File: src/rtl/psd_pkg.sv
// shared types and constants for the power series divider
package psd_pkg;

	localparam int COEF_W    = 32;               // coefficient word
	localparam int FRAC_W    = 16;               // fraction bits of a coefficient
	localparam int PROD_W    = 2 * COEF_W;       // one tap product
	localparam int ACC_W     = PROD_W + 4;       // exact sum of six products and the numerator
	localparam int DVD_W     = PROD_W;           // dividend magnitude after the range check
	localparam int QUO_W     = COEF_W + 1;       // quotient bits worked out serially
	localparam int COEF_REGS = 7;                // denominator coefficient registers
	localparam int CFG_IDX_W = 3;
	localparam int LEN_W     = 3;

	localparam logic [CFG_IDX_W-1:0] REG_DEN_LEN    = 3'd0;
	localparam logic [CFG_IDX_W-1:0] REG_DEN_COEF_0 = 3'd1;

	localparam logic [COEF_W-1:0] SAT_POS  = {1'b0, {(COEF_W-1){1'b1}}};
	localparam logic [COEF_W-1:0] SAT_NEG  = {1'b1, {(COEF_W-1){1'b0}}};
	localparam logic [COEF_W-1:0] COEF_ONE = COEF_W'(1) << FRAC_W;

	typedef struct packed {
		logic              start;
		logic [DVD_W-1:0]  dividend;
		logic [COEF_W-1:0] divisor;
	} div_req_t;

	typedef struct packed {
		logic             done;
		logic             too_big;
		logic [QUO_W-1:0] quotient;
	} div_rsp_t;

endpackage

File: src/rtl/power_series_division.sv
// top level of the power series divider: sequencer, multiply-accumulate and history
//
// channel  dir  handshake                     payload
// s_axis   in   s_axis_tvalid/s_axis_tready   tdata: num_coef; tlast: last_term
// m_axis   out  m_axis_tvalid/m_axis_tready   tdata: series_coef; tuser: overflow, div_zero;
//                                             tlast: last_out
// cfg      in   cfg_wen (no wait)             cfg_index, cfg_data
//
// an item passes idle, the taps, the range check, the divide and the result; the serial
// divider (one quotient bit a cycle) sets most of it, the single multiplier one cycle a tap
// a zero den_coef_0 skips the arithmetic and goes straight to the result
// reset sets den_len to 1, den_coef_0 to 1.0, other coefficients and history to zero
// s_axis_tready is high only while idle; a finished result sits in the output register,
// so the next item is taken while it waits, and is held back at the end until it drains
module power_series_division #(
	parameter int MAX_DEN_LEN = 7
) (
	input  logic        clk,
	input  logic        arst_n,
	// input items
	input  logic        s_axis_tvalid,
	output logic        s_axis_tready,
	input  logic [31:0] s_axis_tdata,   // [31:0] num_coef
	input  logic        s_axis_tlast,
	// result items
	output logic        m_axis_tvalid,
	input  logic        m_axis_tready,
	output logic [31:0] m_axis_tdata,   // [31:0] series_coef
	output logic [1:0]  m_axis_tuser,   // [0] overflow, [1] div_zero
	output logic        m_axis_tlast,
	// configuration writes
	input  logic        cfg_wen,
	input  logic [2:0]  cfg_index,
	input  logic [31:0] cfg_data
);

	localparam int CW      = psd_pkg::COEF_W;
	localparam int AW      = psd_pkg::ACC_W;
	localparam int TAP_MAX = (MAX_DEN_LEN < psd_pkg::COEF_REGS) ? MAX_DEN_LEN
		: psd_pkg::COEF_REGS;
	localparam int HIST_D  = (TAP_MAX > 1) ? TAP_MAX - 1 : 1;
	localparam int IDX_W   = $clog2(TAP_MAX + 1);

	typedef enum logic [2:0] {
		ST_IDLE,
		ST_MAC,
		ST_CHECK,
		ST_DIVIDE,
		ST_RESULT
	} state_t;

	// configuration registers
	logic [psd_pkg::LEN_W-1:0] den_len_q;
	logic [CW-1:0]             den_coef_q [psd_pkg::COEF_REGS];

	// sequencer and datapath
	state_t                    state_q;
	logic [IDX_W-1:0]          idx_q;
	logic signed [AW-1:0]      acc_q;
	logic signed [psd_pkg::PROD_W-1:0] prod_q;
	logic                      last_q;
	logic                      neg_q;
	logic                      ovf_q;
	logic                      dz_q;
	logic [CW-1:0]             w_q;
	logic [CW-1:0]             hist_q [HIST_D];

	// output register
	logic                      m_valid_q;
	logic [CW-1:0]             m_data_q;
	logic [1:0]                m_user_q;
	logic                      m_last_q;

	logic                      s_fire;
	logic                      commit;
	logic [IDX_W-1:0]          taps;
	logic [CW-1:0]             coef_sel;
	logic [CW-1:0]             past_sel;
	logic                      acc_neg;
	logic                      acc_fits;
	logic [psd_pkg::DVD_W-1:0] mag;
	logic [CW-1:0]             dmag;
	logic                      q_ovf;
	logic [CW-1:0]             q_val;
	psd_pkg::div_req_t         div_req;
	psd_pkg::div_rsp_t         div_rsp;

	assign s_axis_tready = (state_q == ST_IDLE);
	assign s_fire        = s_axis_tvalid && s_axis_tready;
	assign commit        = (state_q == ST_RESULT) && (!m_valid_q || m_axis_tready);

	// den_len of zero counts as one, capped at the coefficients present
	always_comb begin
		if (den_len_q == '0) begin
			taps = IDX_W'(1);
		end else if (int'(den_len_q) > TAP_MAX) begin
			taps = IDX_W'(TAP_MAX);
		end else begin
			taps = IDX_W'(den_len_q);
		end
	end

	// operands of the current tap: den[l] and w[k-l]
	always_comb begin
		coef_sel = '0;
		past_sel = '0;
		for (int j = 0; j < psd_pkg::COEF_REGS; j++) begin
			if (int'(idx_q) == j) begin
				coef_sel = den_coef_q[j];
			end
		end
		for (int j = 0; j < HIST_D; j++) begin
			if (int'(idx_q) == j + 1) begin
				past_sel = hist_q[j];
			end
		end
	end

	// the exact sum must fit a signed 64-bit word before it is divided
	assign acc_neg  = acc_q[AW-1];
	assign acc_fits = (&acc_q[AW-1:psd_pkg::DVD_W-1]) | ~(|acc_q[AW-1:psd_pkg::DVD_W-1]);
	assign mag      = acc_neg ? psd_pkg::DVD_W'(-acc_q) : acc_q[psd_pkg::DVD_W-1:0];
	assign dmag     = den_coef_q[0][CW-1] ? -den_coef_q[0] : den_coef_q[0];

	assign div_req.start    = (state_q == ST_CHECK) && acc_fits;
	assign div_req.dividend = mag;
	assign div_req.divisor  = dmag;

	psd_div u_div (
		.clk    (clk),
		.arst_n (arst_n),
		.req    (div_req),
		.rsp    (div_rsp)
	);

	// range of the quotient: up to 2^31 - 1 positive, 2^31 negative
	always_comb begin
		if (neg_q) begin
			q_ovf = div_rsp.too_big | div_rsp.quotient[CW]
				| (div_rsp.quotient[CW-1] & (|div_rsp.quotient[CW-2:0]));
		end else begin
			q_ovf = div_rsp.too_big | div_rsp.quotient[CW] | div_rsp.quotient[CW-1];
		end
		if (q_ovf) begin
			q_val = neg_q ? psd_pkg::SAT_NEG : psd_pkg::SAT_POS;
		end else begin
			q_val = neg_q ? -div_rsp.quotient[CW-1:0] : div_rsp.quotient[CW-1:0];
		end
	end

	// configuration port
	always_ff @(posedge clk or negedge arst_n) begin
		if (!arst_n) begin
			den_len_q <= psd_pkg::LEN_W'(1);
			for (int j = 0; j < psd_pkg::COEF_REGS; j++) begin
				den_coef_q[j] <= (j == 0) ? psd_pkg::COEF_ONE : '0;
			end
		end else if (cfg_wen) begin
			if (cfg_index == psd_pkg::REG_DEN_LEN) begin
				den_len_q <= cfg_data[psd_pkg::LEN_W-1:0];
			end else begin
				den_coef_q[cfg_index - psd_pkg::REG_DEN_COEF_0] <= cfg_data;
			end
		end
	end

	// sequencer
	always_ff @(posedge clk or negedge arst_n) begin
		if (!arst_n) begin
			state_q   <= ST_IDLE;
			idx_q     <= '0;
			acc_q     <= '0;
			prod_q    <= '0;
			last_q    <= 1'b0;
			neg_q     <= 1'b0;
			ovf_q     <= 1'b0;
			dz_q      <= 1'b0;
			w_q       <= '0;
			m_valid_q <= 1'b0;
			m_data_q  <= '0;
			m_user_q  <= '0;
			m_last_q  <= 1'b0;
			for (int j = 0; j < HIST_D; j++) begin
				hist_q[j] <= '0;
			end
		end else begin
			if (m_valid_q && m_axis_tready && !commit) begin
				m_valid_q <= 1'b0;
			end
			unique case (state_q)
				ST_IDLE: begin
					if (s_fire) begin
						last_q <= s_axis_tlast;
						idx_q  <= IDX_W'(1);
						ovf_q  <= 1'b0;
						// numerator scaled to the products' fraction bits
						acc_q  <= $signed({{(AW - CW - psd_pkg::FRAC_W){s_axis_tdata[CW-1]}},
							s_axis_tdata, {psd_pkg::FRAC_W{1'b0}}});
						if (den_coef_q[0] == '0) begin
							dz_q    <= 1'b1;
							w_q     <= '0;
							state_q <= ST_RESULT;
						end else begin
							dz_q    <= 1'b0;
							state_q <= ST_MAC;
						end
					end
				end
				ST_MAC: begin
					// product of this tap is formed while the previous one is subtracted
					if (idx_q > IDX_W'(1)) begin
						acc_q <= acc_q - AW'(prod_q);
					end
					if (idx_q < taps) begin
						prod_q <= $signed(coef_sel) * $signed(past_sel);
						idx_q  <= idx_q + IDX_W'(1);
					end else begin
						state_q <= ST_CHECK;
					end
				end
				ST_CHECK: begin
					neg_q <= acc_neg ^ den_coef_q[0][CW-1];
					if (acc_fits) begin
						state_q <= ST_DIVIDE;
					end else begin
						ovf_q   <= 1'b1;
						w_q     <= (acc_neg ^ den_coef_q[0][CW-1]) ? psd_pkg::SAT_NEG
							: psd_pkg::SAT_POS;
						state_q <= ST_RESULT;
					end
				end
				ST_DIVIDE: begin
					if (div_rsp.done) begin
						ovf_q   <= q_ovf;
						w_q     <= q_val;
						state_q <= ST_RESULT;
					end
				end
				ST_RESULT: begin
					if (commit) begin
						m_valid_q <= 1'b1;
						m_data_q  <= w_q;
						m_user_q  <= {dz_q, ovf_q};
						m_last_q  <= last_q;
						// history shifts in the new term, or starts afresh after a last item
						if (last_q) begin
							for (int j = 0; j < HIST_D; j++) begin
								hist_q[j] <= '0;
							end
						end else begin
							hist_q[0] <= w_q;
							for (int j = 1; j < HIST_D; j++) begin
								hist_q[j] <= hist_q[j-1];
							end
						end
						state_q <= ST_IDLE;
					end
				end
				default: begin
					state_q <= ST_IDLE;
				end
			endcase
		end
	end

	assign m_axis_tvalid = m_valid_q;
	assign m_axis_tdata  = m_data_q;
	assign m_axis_tuser  = m_user_q;
	assign m_axis_tlast  = m_last_q;

	// zero divisor goes straight to the result with its flag
	a_zero_div: assert property (@(posedge clk) disable iff (!arst_n)
		(s_fire && den_coef_q[0] == '0) |=> (state_q == ST_RESULT && dz_q))
		else $error("zero divisor did not bypass the arithmetic");

	// the divider answers only while the sequencer waits for it
	a_div_done: assert property (@(posedge clk) disable iff (!arst_n)
		div_rsp.done |-> (state_q == ST_DIVIDE))
		else $error("divider finished outside the divide step");

	// a result is never both saturated and a zero-divisor result
	a_flags: assert property (@(posedge clk) disable iff (!arst_n)
		m_axis_tvalid |-> !(m_axis_tuser[0] && m_axis_tuser[1]))
		else $error("overflow and div_zero both set");

	// history is empty after a last item
	a_hist_clear: assert property (@(posedge clk) disable iff (!arst_n)
		(commit && last_q) |=> (hist_q[0] == '0))
		else $error("history not cleared after last item");

endmodule

File: src/rtl/psd_div.sv
// serial unsigned divider, one quotient bit a cycle, with early range check
module psd_div (
	input  logic              clk,
	input  logic              arst_n,
	input  psd_pkg::div_req_t req,
	output psd_pkg::div_rsp_t rsp
);

	localparam int CNT_W = $clog2(psd_pkg::QUO_W);
	localparam int REM_W = psd_pkg::COEF_W + 1;

	logic                        busy_q;
	logic                        done_q;
	logic                        big_q;
	logic [CNT_W-1:0]            cnt_q;
	logic [psd_pkg::COEF_W-1:0]  rem_q;
	logic [psd_pkg::QUO_W-1:0]   dvd_q;
	logic [psd_pkg::COEF_W-1:0]  divisor_q;
	logic [REM_W-1:0]            trial;
	logic                        ge;

	// shift in the next dividend bit and try a subtract
	assign trial = {rem_q, dvd_q[psd_pkg::QUO_W-1]};
	assign ge    = trial >= {1'b0, divisor_q};

	always_ff @(posedge clk or negedge arst_n) begin
		if (!arst_n) begin
			busy_q    <= 1'b0;
			done_q    <= 1'b0;
			big_q     <= 1'b0;
			cnt_q     <= '0;
			rem_q     <= '0;
			dvd_q     <= '0;
			divisor_q <= '0;
		end else begin
			done_q <= busy_q && !req.start && (cnt_q == CNT_W'(psd_pkg::QUO_W - 1));
			if (req.start) begin
				busy_q    <= 1'b1;
				cnt_q     <= '0;
				divisor_q <= req.divisor;
				// upper part below the divisor keeps the quotient within QUO_W bits
				rem_q     <= psd_pkg::COEF_W'(req.dividend[psd_pkg::DVD_W-1:psd_pkg::QUO_W]);
				dvd_q     <= req.dividend[psd_pkg::QUO_W-1:0];
				big_q     <= REM_W'(req.dividend[psd_pkg::DVD_W-1:psd_pkg::QUO_W])
					>= {1'b0, req.divisor};
			end else if (busy_q) begin
				// the remainder stays below the divisor, so it fits one word
				rem_q <= ge ? psd_pkg::COEF_W'(trial - {1'b0, divisor_q})
					: trial[psd_pkg::COEF_W-1:0];
				dvd_q <= {dvd_q[psd_pkg::QUO_W-2:0], ge};
				cnt_q <= cnt_q + CNT_W'(1);
				if (cnt_q == CNT_W'(psd_pkg::QUO_W - 1)) begin
					busy_q <= 1'b0;
				end
			end
		end
	end

	assign rsp.done     = done_q;
	assign rsp.too_big  = big_q;
	assign rsp.quotient = dvd_q;

endmodule

File: config.mk
export PLATFORM = sky130hd
export DESIGN_NAME = power_series_division
export DESIGN_NICKNAME = d
export VERILOG_FILES = /design/src/rtl/psd_pkg.sv /design/src/rtl/power_series_division.sv /design/src/rtl/psd_div.sv
export SDC_FILE = /design/constraint.sdc
export NUM_CORES = 2
export LEC_CHECK = 0
export BUFFER_PORTS_ARGS = -buffer_cell sky130_fd_sc_hd__buf_4
export CORE_MARGIN = 2
export CORE_UTILIZATION = 40
export CTS_CLUSTER_SIZE = 10
export DETAILED_ROUTE_END_ITERATION = 6
export GPL_TIMING_DRIVEN = 0
export MAX_ROUTING_LAYER = met4
export SYNTH_ARGS = -nofsm -noshare
export SYNTH_HDL_FRONTEND = slang
export SYNTH_SLANG_ARGS = --single-unit
export TNS_END_PERCENT = 30
File: constraint.sdc
create_clock -name clk -period 12.1 [get_ports clk]
set_clock_uncertainty 0.1 [all_clocks]
set_input_delay 2.42 -clock clk [delete_from_list [all_inputs] [get_ports clk]]
set_output_delay 2.42 -clock clk [all_outputs]
set_load 0.05 [all_outputs]
==> results.txt <==
Max-slew headroom: 0.0889
Site Rows: 161
final net count: 10303
die height: 444 um
slowest cell on the critical path: buf_1
cell count along the critical path: 31
final setup fails: 0
# DRC: 0
CP max FO: 10
wire length of the first global-routing pass: 447 mm
overflow left after global routing: 0
die span in x: 444 um
Max Buffers Root-to-Sink: 3
WP buf/inv: 7
max_cap viols: 0
htree depth: 3
CP endpoint: prod_q[55]$_DFFE_PN0P_
setup_tns: 0 ns
Die ar.: 197000 sq um
largest net degree at the start of global routing: 112
top-count cell post-synth: nand2_1
Vias/cell: 5.76
post-DP HPWL: 250 mm
PortBufs: 109
sequential area share after synthesis: 0.238
Seq cells post-synth: 735
Synthesized Nets: 10089
cell area after synthesis: 77400 sq um
dominant cells by area after synthesis: fa_1 (28%), dfrtp_1 (24%), nand2_1 (6.1%), inv_1 (5.3%), ha_1 (5.3%)
share of layout cells above drive strength 1: 0.0931
met2 usage: 0.467
Period minus WS final: 11.88 ns
reg2reg setup slack: 0.22 ns
crit path from: idx_q[0]$_DFFE_PN0P_
Crit. End Element: flip-flop
Yosys top cell by area: fa_1
Final Max Slew Viols: 0
top cells by count, synth: nand2_1 (1262), inv_1 (1095), fa_1 (1084)
Post-synth EDFFs: 0
CP max stage delay: 0.90 ns
design area: 85300 sq um
top cell type's share of synthesized area: 0.280
critical path start-end classification: flip-flop to flip-flop
drt first pass iters: 6
crit share post-route: 0.982
met3 usage: 0.0646
aggregate routed wire length: 302 mm
CTS Root Cell: clkbuf_16
hold buffers post-CTS: 0
reg2reg start: idx_q[0]$_DFFE_PN0P_
number of global-route vias before repair: 66263
core area: 192000 sq um
register area: 18400 sq um
CTS tree: yes
WL/cell: 26.6 um
final hold vios: 0
worst skew pair latency: 0.73 ns
R2R depth: 31
clk sinks: 735
Initial Util: 0.402
HP Class: flip-flop to flip-flop
fmax: 0.0842 GHz
Final Util: 0.443
asr flop ratio synth: 1.00
via count: 65573
CP top delay family: adder cells
WHS: 0.380 ns
initial DRC count: 6628
ANT nets after route: 0
slew of the pin with the lowest slew margin: 1.37 ns
Gate Count Post-Synth: 8604
syn avg cell area: 9.00 sq um
WP data arrival: 12.36 ns
outcome: complete, no violations
Post-synth top flop: dfrtp_1
Top cell by count, worst path: fa_1
Post-Place Cell Area: 81900 sq um
clk slew on worst S/H paths: 0.06 ns
cts bufs inserted: 86
grt met1 use: 0.428
Netlist cell types: 77
GPL Wtd Cong: 1.07
Multi-input gate area: 53800 sq um
Layout Area Growth over Synthesis: 10.1%
# IOs: 110
global route hottest layer: met2
FILL cells: 18711
reg-to-reg endpoint: prod_q[55]$_DFFE_PN0P_
unrepaired setup endpoints after global routing: yes
Syn. warnings: 0
CP required: 12.58 ns
CP startpoint kind: flip-flop
initial antenna violation count: 15
GR Util All Layers: 0.317
## kinds of logic after synthesis
group,count (synthesis),synth area share
and+or+nand+nor,2721,0.153
muxes,354,0.0500
AOI/OAI and AO/OA,1549,0.121
buffers and inverters,1585,0.0770
xor gates and xnor gates,248,0.0281
DFF,735,0.238
adders and majority gates,1412,0.333
## timing repair
action | 4_1_cts | 5_1_grt
gates cloned | 0 | 0
pin swaps | 1 | 3
setup buffers | 3 | 6
endpoints found under the setup margin | 42 | 28
resized for setup | 202 | 177
## flip-flops by register name, indices dropped and copies added (netlist names), 3 cells and up
name / cells
u_div.dvd_q: 33
w_q: 32
acc_q: 68
prod_q: 64
u_div.divisor_q: 32
u_div.rem_q: 32
den_coef_q: 224
m_axis_tdata: 32
den_len_q: 3
u_div.cnt_q: 6
hist_q: 192
idx_q: 3
state_q: 3
## final cells by class
| type | instances | share of cell area |
|---|---|---|
| clock buffer | 110 | 0.0268 |
| multi-input combinational | 6284 | 0.631 |
| sequential | 735 | 0.216 |
| clock inverter | 11 | 0.00188 |
| timing repair buffer | 139 | 0.0150 |
| buffer | 477 | 0.0235 |
| tap | 2526 | 0.0371 |
| antenna | 9 | 0.000264 |
| inverter | 1095 | 0.0483 |
## placed cells by master (no fill, tap or decap), drive strengths merged, types with 263 or more instances in the layout
master / n
mux2: 263
fa: 1084
ha: 328
clkbuf: 537
nand2: 1262
a21oi: 313
o21ai: 702
dfrtp: 733
inv: 1096
nor2: 800
## routing by layer
layer  up-vias  routed length, um
met5         -                  0
met2      3097             132000
met1     33685             126000
met4         0              14700
li1      28190                  -
met3       601              29300
## tightest hold or removal path: cells and delay by family, from the launching register on
family,cells,cell delay (ns)
AO/OA/AOI/OAI,1,0.06
flip-flops,1,0.34
AND/OR/NAND/NOR,1,0.04
## how the worst min path moves through the flow
stage	from	end	depth (start not counted)
finish	u_div.divisor_q[2]$_DFFE_PN0P_	u_div.divisor_q[2]$_DFFE_PN0P_	2
global route	u_div.divisor_q[17]$_DFFE_PN0P_	u_div.divisor_q[17]$_DFFE_PN0P_	2
CTS	u_div.divisor_q[5]$_DFFE_PN0P_	u_div.divisor_q[5]$_DFFE_PN0P_	2
detailed placement	u_div.divisor_q[17]$_DFFE_PN0P_	u_div.divisor_q[17]$_DFFE_PN0P_	2
global placement	hist_q[1]$_DFFE_PN0P_	hist_q[1]$_DFFE_PN0P_	2
floorplan	dz_q$_DFFE_PN0P_	dz_q$_DFFE_PN0P_	2
## per-stage QoR
stage,cells,setup slack [ns]
4_1_cts,11375,0.0117
3_5_place_dp,11260,-2.13
6_report,11386,0.223
2_1_floorplan,8604,2.41
5_1_grt,11385,-0.0232
3_3_place_gp,11239,-2.04
Power is left out: the tool's default activity adds up to more than one toggle a clock period on the data nets, which glitch-free logic cannot reach.
